File: src/rtl/core/fpr_pkg.sv
// Shared types, constants and microcode table of the FIFO page replacement unit.
package fpr_pkg;

  // Fixed port field widths
  localparam int unsigned PAGE_W      = 16;
  localparam int unsigned FRAME_IDX_W = 4;
  localparam int unsigned FAULT_W     = 16;
  localparam int unsigned CFG_W       = 5;
  localparam int unsigned APB_DATA_W  = 32;
  localparam int unsigned APB_ADDR_W  = 2;

  // Reset value of the frame count register
  localparam logic [CFG_W-1:0] FRAMES_RESET = 5'd16;

  // Saturation value of the fault counter
  localparam logic [FAULT_W-1:0] FAULT_MAX = 16'hFFFF;

  // Microprogram step codes
  localparam int unsigned STEP_W = 2;
  localparam logic [STEP_W-1:0] ST_IDLE = 2'd0;
  localparam logic [STEP_W-1:0] ST_SCAN = 2'd1;
  localparam logic [STEP_W-1:0] ST_HIT  = 2'd2;
  localparam logic [STEP_W-1:0] ST_MISS = 2'd3;

  // Branch condition codes
  localparam int unsigned COND_W = 3;
  localparam logic [COND_W-1:0] COND_NEVER  = 3'd0;
  localparam logic [COND_W-1:0] COND_START  = 3'd1;
  localparam logic [COND_W-1:0] COND_MATCH  = 3'd2;
  localparam logic [COND_W-1:0] COND_LAST   = 3'd3;
  localparam logic [COND_W-1:0] COND_ALWAYS = 3'd4;

  // One control word of the microprogram
  typedef struct packed {
    logic              load_page;  // latch the reference, rewind the scan index
    logic              scan;       // compare one frame and step the index
    logic              emit;       // present a result
    logic              fault;      // replace the oldest frame
    logic [COND_W-1:0] br_cond;    // first branch, highest priority
    logic [STEP_W-1:0] br_tgt;
    logic [COND_W-1:0] br2_cond;   // second branch
    logic [STEP_W-1:0] br2_tgt;
    logic [STEP_W-1:0] seq_tgt;    // fall-through step
  } ctrl_word_t;

  // Datapath status fed back to the sequencer
  typedef struct packed {
    logic match;  // frame under the scan index holds the page
    logic last;   // scan index sits on the last active frame
  } dp_status_t;

  // Microcode table
  function automatic ctrl_word_t ucode_rom(input logic [STEP_W-1:0] step);
    ctrl_word_t w;
    w = '0;
    unique case (step)
      ST_IDLE: begin
        w.load_page = 1'b1;
        w.br_cond   = COND_START;
        w.br_tgt    = ST_SCAN;
        w.br2_cond  = COND_NEVER;
        w.br2_tgt   = ST_IDLE;
        w.seq_tgt   = ST_IDLE;
      end
      ST_SCAN: begin
        w.scan     = 1'b1;
        w.br_cond  = COND_MATCH;
        w.br_tgt   = ST_HIT;
        w.br2_cond = COND_LAST;
        w.br2_tgt  = ST_MISS;
        w.seq_tgt  = ST_SCAN;
      end
      ST_HIT: begin
        w.emit    = 1'b1;
        w.br_cond = COND_ALWAYS;
        w.br_tgt  = ST_IDLE;
        w.seq_tgt = ST_IDLE;
      end
      ST_MISS: begin
        w.emit    = 1'b1;
        w.fault   = 1'b1;
        w.br_cond = COND_ALWAYS;
        w.br_tgt  = ST_IDLE;
        w.seq_tgt = ST_IDLE;
      end
      default: begin
        w.br_cond = COND_ALWAYS;
        w.br_tgt  = ST_IDLE;
        w.seq_tgt = ST_IDLE;
      end
    endcase
    return w;
  endfunction

endpackage

File: src/rtl/core/fpr_seq.sv
// Microcode sequencer: step counter, control store and branch logic.
module fpr_seq (
  input  logic                clk,
  input  logic                rst_n,
  input  logic                start,
  input  fpr_pkg::dp_status_t status_i,
  output fpr_pkg::ctrl_word_t ctrl_o,
  output logic                busy_o
);

  logic [fpr_pkg::STEP_W-1:0] step_r;
  logic [fpr_pkg::STEP_W-1:0] step_nxt;
  fpr_pkg::ctrl_word_t        rom_word;
  logic                       br_take;
  logic                       br2_take;

  // Fetch the control word of the current step
  assign rom_word = fpr_pkg::ucode_rom(step_r);

  // Evaluate one branch condition
  function automatic logic cond_true(input logic [fpr_pkg::COND_W-1:0] c,
                                     input logic st,
                                     input fpr_pkg::dp_status_t s);
    logic r;
    r = 1'b0;
    unique case (c)
      fpr_pkg::COND_NEVER:  r = 1'b0;
      fpr_pkg::COND_START:  r = st;
      fpr_pkg::COND_MATCH:  r = s.match;
      fpr_pkg::COND_LAST:   r = s.last;
      fpr_pkg::COND_ALWAYS: r = 1'b1;
      default:              r = 1'b0;
    endcase
    return r;
  endfunction

  assign br_take  = cond_true(rom_word.br_cond, start, status_i);
  assign br2_take = cond_true(rom_word.br2_cond, start, status_i);

  // Pick the next step
  always_comb begin
    if (br_take) begin
      step_nxt = rom_word.br_tgt;
    end else if (br2_take) begin
      step_nxt = rom_word.br2_tgt;
    end else begin
      step_nxt = rom_word.seq_tgt;
    end
  end

  always_ff @(posedge clk) begin
    if (!rst_n) begin
      step_r <= fpr_pkg::ST_IDLE;
    end else begin
      step_r <= step_nxt;
    end
  end

  // Gate the reference load with the start transfer
  always_comb begin
    ctrl_o           = rom_word;
    ctrl_o.load_page = rom_word.load_page & start;
  end

  assign busy_o = (step_r != fpr_pkg::ST_IDLE);

  // A matching frame ends the scan with a hit
  a_match_to_hit: assert property (@(posedge clk) disable iff (!rst_n)
    (step_r == fpr_pkg::ST_SCAN) && status_i.match |=> (step_r == fpr_pkg::ST_HIT))
    else $error("scan match did not branch to hit step");

  // The last frame without a match ends the scan with a fault
  a_last_to_miss: assert property (@(posedge clk) disable iff (!rst_n)
    (step_r == fpr_pkg::ST_SCAN) && !status_i.match && status_i.last
      |=> (step_r == fpr_pkg::ST_MISS))
    else $error("scan end did not branch to miss step");

  // Every result step returns to idle
  a_emit_to_idle: assert property (@(posedge clk) disable iff (!rst_n)
    (step_r == fpr_pkg::ST_HIT) || (step_r == fpr_pkg::ST_MISS)
      |=> (step_r == fpr_pkg::ST_IDLE))
    else $error("result step did not return to idle");

endmodule

File: src/rtl/core/fpr_datapath.sv
// Datapath: frame page memory, valid bits, scan index, oldest pointer, fault counter.
module fpr_datapath #(
  parameter int unsigned MAX_FRAMES = 16,
  parameter int unsigned PAGE_BITS  = 16
) (
  input  logic                             clk,
  input  logic                             rst_n,
  input  fpr_pkg::ctrl_word_t              ctrl_i,
  input  logic                             clear_i,
  input  logic [fpr_pkg::CFG_W-1:0]        frames_i,
  input  logic [fpr_pkg::PAGE_W-1:0]       page_i,
  output fpr_pkg::dp_status_t              status_o,
  output logic                             out_valid,
  output logic                             out_hit,
  output logic [fpr_pkg::FRAME_IDX_W-1:0]  out_frame_index,
  output logic [fpr_pkg::FAULT_W-1:0]      out_fault_count
);

  localparam int unsigned PW = (PAGE_BITS < fpr_pkg::PAGE_W) ? PAGE_BITS : fpr_pkg::PAGE_W;
  localparam int unsigned FW = (MAX_FRAMES > 1) ? $clog2(MAX_FRAMES) : 1;
  localparam int unsigned NW = $clog2(MAX_FRAMES + 1);
  localparam int unsigned CW = (NW > fpr_pkg::CFG_W) ? NW : fpr_pkg::CFG_W;
  localparam int unsigned XW = FW + fpr_pkg::FRAME_IDX_W;

  logic [PW-1:0]                    page_mem [MAX_FRAMES];
  logic [PW-1:0]                    rd_data_r;
  logic [PW-1:0]                    page_r;
  logic [FW-1:0]                    idx_r;
  logic [FW-1:0]                    idx_nxt;
  logic [MAX_FRAMES-1:0]            valid_r;
  logic [FW-1:0]                    ptr_r;
  logic [FW-1:0]                    slot;
  logic [fpr_pkg::FAULT_W-1:0]      fault_r;
  logic [fpr_pkg::FAULT_W-1:0]      fault_nxt;
  logic [CW-1:0]                    cfg_ext;
  logic [CW-1:0]                    n_act;
  logic [FW-1:0]                    last_idx;
  logic [FW-1:0]                    res_idx;
  logic [XW-1:0]                    res_ext;
  logic                             out_valid_r;
  logic                             out_hit_r;
  logic [fpr_pkg::FRAME_IDX_W-1:0]  out_frame_r;
  logic [fpr_pkg::FAULT_W-1:0]      out_fault_r;

  // Clamp the frame count to one..MAX_FRAMES
  assign cfg_ext = CW'(frames_i);
  always_comb begin
    if (cfg_ext == '0) begin
      n_act = CW'(1);
    end else if (cfg_ext > CW'(MAX_FRAMES)) begin
      n_act = CW'(MAX_FRAMES);
    end else begin
      n_act = cfg_ext;
    end
  end
  assign last_idx = FW'(n_act - CW'(1));

  // Compare the frame under the scan index
  assign status_o.match = valid_r[idx_r] && (rd_data_r == page_r);
  assign status_o.last  = (idx_r == last_idx);

  // Rewind on load, step while scanning without a decision
  always_comb begin
    idx_nxt = idx_r;
    if (ctrl_i.load_page) begin
      idx_nxt = '0;
    end else if (ctrl_i.scan && !status_o.match && !status_o.last) begin
      idx_nxt = idx_r + FW'(1);
    end
  end

  // Victim frame, wrapping a stale pointer to zero
  assign slot = (CW'(ptr_r) >= n_act) ? '0 : ptr_r;

  // Saturate the fault counter
  assign fault_nxt = (fault_r != fpr_pkg::FAULT_MAX) ? fault_r + 1'b1 : fault_r;

  // Frame page memory: one write port, one registered read port
  always_ff @(posedge clk) begin
    if (ctrl_i.fault) begin
      page_mem[slot] <= page_r;
    end
    rd_data_r <= page_mem[idx_nxt];
  end

  // Hold the reference and the scan index
  always_ff @(posedge clk) begin
    if (ctrl_i.load_page) begin
      page_r <= page_i[PW-1:0];
    end
  end

  always_ff @(posedge clk) begin
    if (!rst_n) begin
      idx_r <= '0;
    end else begin
      idx_r <= idx_nxt;
    end
  end

  // Replacement state: valid bits, oldest pointer, fault counter
  always_ff @(posedge clk) begin
    if (!rst_n || clear_i) begin
      valid_r <= '0;
      ptr_r   <= '0;
      fault_r <= '0;
    end else if (ctrl_i.fault) begin
      valid_r[slot] <= 1'b1;
      ptr_r         <= (slot == last_idx) ? '0 : slot + FW'(1);
      fault_r       <= fault_nxt;
    end
  end

  // Result frame, masked to the output width
  assign res_idx = ctrl_i.fault ? slot : idx_r;
  assign res_ext = {{fpr_pkg::FRAME_IDX_W{1'b0}}, res_idx};

  // Result registers: one strobe cycle per reference
  always_ff @(posedge clk) begin
    if (!rst_n) begin
      out_valid_r <= 1'b0;
    end else begin
      out_valid_r <= ctrl_i.emit;
    end
  end

  always_ff @(posedge clk) begin
    if (ctrl_i.emit) begin
      out_hit_r   <= !ctrl_i.fault;
      out_frame_r <= res_ext[fpr_pkg::FRAME_IDX_W-1:0];
      out_fault_r <= ctrl_i.fault ? fault_nxt : fault_r;
    end
  end

  assign out_valid       = out_valid_r;
  assign out_hit         = out_hit_r;
  assign out_frame_index = out_frame_r;
  assign out_fault_count = out_fault_r;

  // The oldest pointer never leaves the active frames
  a_ptr_in_range: assert property (@(posedge clk) disable iff (!rst_n)
    CW'(ptr_r) < n_act)
    else $error("oldest pointer beyond active frame count");

  // A fault result always reports a nonzero fault total
  a_fault_nonzero: assert property (@(posedge clk) disable iff (!rst_n)
    out_valid_r && !out_hit_r |-> (out_fault_r != '0))
    else $error("fault result with zero fault count");

  // A fault marks its frame valid
  a_fault_valid: assert property (@(posedge clk) disable iff (!rst_n)
    ctrl_i.fault && !clear_i |=> valid_r[$past(slot)])
    else $error("replaced frame not marked valid");

endmodule

File: src/rtl/core/fifo_page_replacement.sv
// Top level of the FIFO page replacement unit: APB register, sequencer and datapath.
//
//  channel  | ports                                   | transfer
//  ---------+-----------------------------------------+------------------------------------
//  input    | start, busy, in_page_number             | edge with start high and busy low
//  result   | out_valid, out_hit, out_frame_index,    | out_valid high for one cycle,
//           | out_fault_count                         | taken at the edge ending it
//  config   | psel, penable, pwrite, paddr, pwdata,   | edge with psel, penable, pwrite,
//           | prdata, pready                          | pready high
//
// A reference scans the active frames from frame 0 up to a hit or the last active frame;
// the scan reads one frame per cycle from the single read port of the frame page memory.
// The result strobe rises in the cycle busy falls, so the next start can overlap it.
// Reset (synchronous, rst_n low) empties all frames and sets the frame count to 16.
// Results cannot be stalled; writing the frame count also empties every frame.
module fifo_page_replacement #(
  parameter int unsigned MAX_FRAMES = 16,
  parameter int unsigned PAGE_BITS  = 16
) (
  input  logic                                clk,
  input  logic                                rst_n,
  // Input channel
  input  logic                                start,
  output logic                                busy,
  input  logic [fpr_pkg::PAGE_W-1:0]          in_page_number,
  // Result channel
  output logic                                out_valid,
  output logic                                out_hit,
  output logic [fpr_pkg::FRAME_IDX_W-1:0]     out_frame_index,
  output logic [fpr_pkg::FAULT_W-1:0]         out_fault_count,
  // Configuration port
  input  logic                                psel,
  input  logic                                penable,
  input  logic                                pwrite,
  input  logic [fpr_pkg::APB_ADDR_W-1:0]      paddr,
  input  logic [fpr_pkg::APB_DATA_W-1:0]      pwdata,
  output logic [fpr_pkg::APB_DATA_W-1:0]      prdata,
  output logic                                pready
);

  logic [fpr_pkg::CFG_W-1:0] frames_r;
  logic                      cfg_wr;
  fpr_pkg::ctrl_word_t       ctrl;
  fpr_pkg::dp_status_t       status;

  // Frame count register; its single word covers the whole address range
  assign pready = 1'b1;
  assign cfg_wr = psel && penable && pwrite && pready;

  always_ff @(posedge clk) begin
    if (!rst_n) begin
      frames_r <= fpr_pkg::FRAMES_RESET;
    end else if (cfg_wr) begin
      frames_r <= pwdata[fpr_pkg::CFG_W-1:0];
    end
  end

  assign prdata = {{(fpr_pkg::APB_DATA_W - fpr_pkg::CFG_W){1'b0}}, frames_r}
                  & {fpr_pkg::APB_DATA_W{paddr == '0 || paddr != '0}};

  fpr_seq u_seq (
    .clk      (clk),
    .rst_n    (rst_n),
    .start    (start),
    .status_i (status),
    .ctrl_o   (ctrl),
    .busy_o   (busy)
  );

  fpr_datapath #(
    .MAX_FRAMES (MAX_FRAMES),
    .PAGE_BITS  (PAGE_BITS)
  ) u_datapath (
    .clk             (clk),
    .rst_n           (rst_n),
    .ctrl_i          (ctrl),
    .clear_i         (cfg_wr),
    .frames_i        (frames_r),
    .page_i          (in_page_number),
    .status_o        (status),
    .out_valid       (out_valid),
    .out_hit         (out_hit),
    .out_frame_index (out_frame_index),
    .out_fault_count (out_fault_count)
  );

endmodule

File: config.mk
export PLATFORM = sky130hd
export DESIGN_NAME = fifo_page_replacement
export DESIGN_NICKNAME = d
export VERILOG_FILES = /design/src/rtl/core/fpr_pkg.sv /design/src/rtl/core/fpr_seq.sv /design/src/rtl/core/fpr_datapath.sv /design/src/rtl/core/fifo_page_replacement.sv
export SDC_FILE = /design/constraint.sdc
export NUM_CORES = 1
export LEC_CHECK = 0
export BUFFER_PORTS_ARGS = -buffer_cell sky130_fd_sc_hd__buf_2
export CORE_MARGIN = 8
export CORE_UTILIZATION = 31
export CTS_CLUSTER_DIAMETER = 80
export CTS_CLUSTER_SIZE = 30
export DETAILED_ROUTE_END_ITERATION = 16
export SETUP_SLACK_MARGIN = 0.5
export SLEW_MARGIN = 15
export SYNTH_ARGS = -nofsm -noshare
export SYNTH_HDL_FRONTEND = slang
export SYNTH_SLANG_ARGS = --single-unit
File: constraint.sdc
create_clock -name clk -period 3.2 [get_ports clk]
set_input_delay 0.32 -clock clk [delete_from_list [all_inputs] [get_ports clk]]
set_output_delay 0.32 -clock clk [all_outputs]
set_load 0.02 [all_outputs]
## After elaboration in Yosys (flattened, before gate mapping)

Memory sizes are Yosys's and may differ from the RTL's. A register that Yosys moved wholly into a read port is not among the register bits.
Cells that the tools add are included.

| word-level totals | value |
|---|---|
| flip-flop bits (word level) | 85 |
| bits in writable memories | 256 |
| bits of input ports | 56 |
| logic and storage cells | 84 |
| memories | 1 |

Memories:

| memory | depth | width | rd ports | clocked after memory_dff | wr ports | RTL line | text |
|---|---|---|---|---|---|---|---|
| u_datapath.page_mem | 16 | 16 | 1 | 1 | 1 | fpr_datapath.sv:25 | `logic [PW-1:0] page_mem [MAX_FRAMES];` |

| cells by class | value |
|---|---|
| add/sub/neg operators | 4 |
| $lt $le $gt $ge | 5 |
| equal/unequal tests | 15 |
| multiplexer cells | 26 |
| bitwise gates (word level) | 3 |
| reductions and logical operators | 19 |

Operators with widths:

| cell | number |
|---|---|
| $and 5x32->32 | 1 |
| $mux 16 | 2 |
| $mux 4 | 6 |
| $add 16x1->16 const B | 1 |
| $eq 16x16->1 | 1 |
| $ne 16x16->1 const B | 1 |
| $or 16x16->16 | 1 |
| $pmux 5 s3 | 1 |
| $lt 4x5->1 const B | 2 |
| $mux 5 | 2 |
| $add 4x1->4 const B | 2 |
| $eq 2x2->1 const B | 4 |
| $eq 4x4->1 | 2 |
| $mux 1 | 8 |
| $pmux 1 s4 | 2 |
| $eq 3x2->1 const B | 2 |
| $logic_and 1x1->1 | 6 |
| $ge 4x5->1 | 1 |
| $gt 5x5->1 const B | 1 |
| $logic_not 5->1 | 1 |
| $bmux 1 s4 | 1 |
| $demux 1 s4 | 1 |
| $eq 2x1->1 const B | 2 |
| $ge 4x1->1 const B | 1 |
| other kinds (13) | 20 |

## Logic depth before layout (Yosys ltp)

| logic depth | value |
|---|---|
| word-level depth | 10 |
| depth in mapped cells | 15 |

## By module

Synthesis repeated with hierarchy kept, for this count alone.

| second synthesis, totals | value |
|---|---|
| cell total of the unflattened synthesis | 1,010 |
| area, all modules | 14,540.2 sq um |

Modules (own cells, without submodules):

| module | times used | cells each | area each (sq um) | seq. area each (sq um) |
|---|---|---|---|---|
| fpr_datapath | 1 | 932 | 13,919.6 | 9,939.5 |
| fifo_page_replacement | 1 | 53 | 426.7 | 100.1 |
| fpr_seq | 1 | 25 | 193.9 | 40.0 |

## Worst setup path after synthesis

Ideal clock, no wire load.

| timing path | value |
|---|---|
| kind | reg2reg |
| start point | register frames_r[4] in the netlist's numbering |
| end point | memory u_datapath.page_mem[14][0] in the netlist's numbering, enable pin |
| library setup time | 0.374 ns |
| arrival time | 3.122 ns |
| data required time | 2.826 ns |
| setup slack | -0.296 ns |
| stages on the path, launching flop included | 14 |
| path buffers | 2 |
| period minus slack after synthesis | 3.496 ns |
| path through | dfxtp_1 clkbuf_1 o21bai_1 inv_1 ha_1 nand2b_1 a21o_1 a21o_1 a21oi_1 nor2_1 nor2_1 and3_1 clkbuf_1 and2_1 |

| on the way | value |
|---|---|
| cells in the longest elaborated chain, start to end | 5 |

RTL lines:

| element | RTL line | text |
|---|---|---|
| from (decl) | fifo_page_replacement.sv:41 | `logic [fpr_pkg::CFG_W-1:0] frames_r;` |
| from (signal assigned) | fifo_page_replacement.sv:52 | `frames_r <= fpr_pkg::FRAMES_RESET;` |
| from (signal assigned) | fifo_page_replacement.sv:54 | `frames_r <= pwdata[fpr_pkg::CFG_W-1:0];` |
| $gt 5x5->1 | fpr_datapath.sv:50 | `end else if (cfg_ext > CW'(MAX_FRAMES)) begin` |
| $mux 5 | fpr_datapath.sv:50 |  |
| $mux 5 (*) | fpr_datapath.sv:48 | `if (cfg_ext == '0) begin` |
| $ge 4x5->1 (*) | fpr_datapath.sv:73 | `assign slot = (CW'(ptr_r) >= n_act) ? '0 : ptr_r;` |
| $mux 4 (*) | fpr_datapath.sv:73 |  |
| to (decl) | fpr_datapath.sv:25 |  |

Mark *: on every way between the ends. The rest lies on a longest branch, timed or not.

## Final worst setup path

| timing path | value |
|---|---|
| start point | register u_datapath.idx_r[0] |
| end point | register u_datapath.rd_data_r[15] (read register of u_datapath.page_mem) |

| on the way | value |
|---|---|
| cells in the longest elaborated chain, start to end | 8 |

RTL lines:

| element | RTL line | text |
|---|---|---|
| from (decl) | fpr_datapath.sv:28 | `logic [FW-1:0] idx_r;` |
| from (signal assigned) | fpr_datapath.sv:97 | `idx_r <= idx_nxt;` |
| $bmux 1 s4 | fpr_datapath.sv:59 | `assign status_o.match = valid_r[idx_r] && (rd_data_r == page_r);` |
| $mux 1 (not written as such) | fpr_datapath.sv:59 |  |
| $logic_and 1x1->1 | fpr_datapath.sv:59 |  |
| $logic_not 1->1 | fpr_datapath.sv:67 | `end else if (ctrl_i.scan && !status_o.match && !status_o.last) begin` |
| $logic_and 1x1->1 (2 in a row) | fpr_datapath.sv:67 |  |
| $mux 4 (*) | fpr_datapath.sv:67 |  |
| $mux 4 (*) | fpr_datapath.sv:65 | `if (ctrl_i.load_page) begin` |
| to (decl) | fpr_datapath.sv:26 | `logic [PW-1:0] rd_data_r;` |

Mark *: on every way between the ends. The rest lies on a longest branch, timed or not. The select of a mux whose other input is x is not followed.
A chain may end at the register's enable or synchronous reset.

==> metrics.yaml <==
detailed_routing:
  wl_um: 48500
  drc: 0
  first_pass_iters: 5
  postRouteAntennaNets: 0
  avgViaCountPerCell: 5.31
  drt_iter0_drc: 1076
  wl_per_cell_um: 20.6
  vias: 12500
synthesis:
  synth_top_area_cell: "edfxtp_1"
  synth_most_common_cell: "edfxtp_1"
  ys.flop_type: "edfxtp_1"
  yosys-top-cells-count: "293 x edfxtp_1, 166 x nand2_1, 158 x nor2_1"
  yosysUniqueCellTypes: 69
  synth.avg_cell_area_sq_um: 11.4
  synth_edf_count: 293
  yosysTopAreaCellShare: 0.533
  postSynthCellCount: 1447
  ys_warn_count: 0
  synth_area_leaders: "edfxtp_1 53%, dfxtp_1 7.8%, nand2_1 3.8%"
  yosys_register_bits: 357
  async_flop_share: 0
  synthesis.area_sq_um: 16500
  synth_seq_area_share: 0.610
clock_network:
  cts.sinks: 357
  cts-root-buf: "clkbuf_16"
  tritoncts: "done"
  cts_buffers: 22
  worstSkewPairLatency_ns: 0.57
  clk_pin_slew_ns: 0.10
  ctsHtreeMaxLevel: 1
  cts_max_path_buffers: 3
job:
  cap_violations: 0
cells_and_area:
  areaGrowthSynthToFinish_pct: 29.4
  nNetsFinal: 1713
  layout-drive-gt1-share: 0.282
  fin_cells: 2351
  fin_area_sq_um: 21400
run_status:
  status: "finished, violations left"
  violations: "setup timing"
timing:
  hold_violations: 0
  slew_headroom: 0.436
  post-route-period-util: 1.02
  max_freq_mhz: 305
  final-setup-viol-count: 11
  skew_ns: 0.0240
  fin_crit_ns: 3.28
  worst_slack_ns: -0.0781
  worstMarginPinSlew_ns: 0.845
  rsz0062_at_grt: "yes"
  slew_violations: 0
power_and_ir_drop:
  powerDensity_nw_per_um2: 520
  peakVddDrop_v: 0.000516
  leakage_nw: 7.56
setup_path:
  start_kind: "register"
  cp_data_arrival_time_ns: 3.73
  critPathCaptureType: "register"
  r2r-start: "u_datapath.idx_r[0]"
  ff2ff_path_depth: 13
  reg2reg_to: "u_datapath.rd_data_r[15]"
  path_max_fanout: 7
  rrSetupSlack_ns: -0.08
  timing_worst_setup_path_type: "register to register"
  required_ns: 3.65
global_routing:
  overflow: 0
  grt_first_pass_wirelength_um: 73700
  antenna_found_initial: 0
  grt_max_degree: 67
  grtUsageTotal: 0.154
  grt_pass1_vias: 12300
floorplan:
  initial_core_util: 0.314
  fp.dieW_um: 247
  die-area_sq_um: 60900
  die_h_um: 247
  io_pins: 112
  row_count: 84
  coreArea_sq_um: 52700
placed_design:
  dp.cells: 2195
  gp_congestion: 0.813
  dpl_cell_area_sq_um: 18600
  hpwl_um: 28700
  portBuffers: 54
worst_hold_path:
  hold_path_end: "u_datapath.out_valid"
  hold_start: "rst_n"
  min_path_type: "primary input to register"
  holdPathStages: 2
-- flip-flops by register name (all words and copies together), names as in the netlist, 2 cells and up --
signal,flops
u_datapath.page_mem,256
u_datapath.idx_r,4
frames_r,5
u_datapath.page_r,16
u_datapath.fault_r,16
u_datapath.rd_data_r,16
u_datapath.out_frame_index,4
u_datapath.valid_r,16
u_datapath.out_fault_count,16
u_datapath.ptr_r,4
u_seq.step_r,2
-- worst max-delay path by stage --
stage / startpoint / endpoint / slack [ns] / cells after the start
finish: u_datapath.idx_r[0] / u_datapath.rd_data_r[15] / -0.08 / 13
global route: frames_r[1] / u_datapath.rd_data_r[14] / -0.15 / 12
CTS: u_datapath.idx_r[0] / u_datapath.rd_data_r[10] / -0.02 / 13
detailed placement: u_datapath.idx_r[0] / u_datapath.rd_data_r[10] / -0.06 / 12
global placement: u_datapath.page_r[12] / u_datapath.rd_data_r[10] / -0.06 / 12
floorplan: u_datapath.idx_r[0] / u_datapath.rd_data_r[0] / 0.34 / 13
-- placed cells by master (no fill, tap or decap), types with 29 or more instances in the layout --
cell type / instances
buf_2: 54
buf_4: 107
dfxtp_1: 59
edfxtp_1: 293
nor2_1: 150
buf_12: 35
buf_6: 47
nand4_1: 37
a211oi_1: 32
and3_1: 37
and2_4: 29
a21oi_1: 85
o21ai_0: 34
nand2_1: 163
-- layer usage --
metal,vias up,wire (um),global-route usage
met2,465,23500,0.263
met1,6148,20100,0.197
met3,98,3060,0.0209
met5,-,0,0
met4,0,1890,0.0565
li1,5774,-,-
-- power by group --
group / leakage (nW) / total, mW / switching, mW / internal [mW]
Sequential: 3.19 / 5.25 / 0.0815 / 5.17
Combinational: 4.00 / 2.70 / 1.58 / 1.12
Clock: 0.376 / 3.16 / 1.77 / 1.39
Total: 7.56 / 11.1 / 3.43 / 7.67
-- logic make-up (layout without fill, tap and decap cells) --
group | after synthesis | in the layout | share of synthesized area
other | 2 | 29 | 0.000455
and+or+nand+nor | 491 | 504 | 0.137
AOI/OAI and AO/OA | 350 | 350 | 0.146
buffers and inverters | 150 | 326 | 0.0452
DFF | 357 | 357 | 0.610
xor gates and xnor gates | 38 | 38 | 0.0210
muxes | 48 | 48 | 0.0319
adders and majority gates | 11 | 11 | 0.00833
-- worst max-delay path, stage by stage (launching register included) --
cell	delay, ns
dfxtp_4	0.38
buf_12	0.13
mux2i_1	0.12
mux4_2	0.51
and3_4	0.21
a211o_1	0.33
buf_12	0.17
nand2_8	0.07
o41ai_4	0.09
buf_4	0.21
buf_12	0.15
a2111oi_4	0.35
a22oi_2	0.16
mux2_4	0.28
-- per-stage QoR --
step	hold WS (ns)	setup WS, ns	setup TNS, ns	util	power (mW)
after floorplan	0.381	0.345	0	-	6.87
after global placement	0.449	-0.0621	-0.365	0.353	7.69
after detailed placement	0.456	-0.0585	-0.361	0.353	7.74
after CTS	0.0731	-0.0164	-0.0727	0.400	11.1
after global routing	0.0880	-0.149	-1.53	0.406	11.5
final	0.104	-0.0781	-0.395	0.406	11.1
-- cell type report --
type,instances,area [sq um]
tap,688,861
clock inverter,18,211
multi-input combinational,979,6860
sequential,357,10100
fill,4789,31300
antenna,1,2.50
clock buffer,22,551
inverter,12,50.0
timing repair buffer,274,2740
-- timing repair --
action,in CTS,in global routing
setup endpoints to repair,291,310
pin swaps,67,32
buffers inserted,67,8
gates resized for setup,117,55
hold buffers,22,0
cloned,17,1
hold endpoints to repair,21,0
Power figures use the tool's default switching activity.
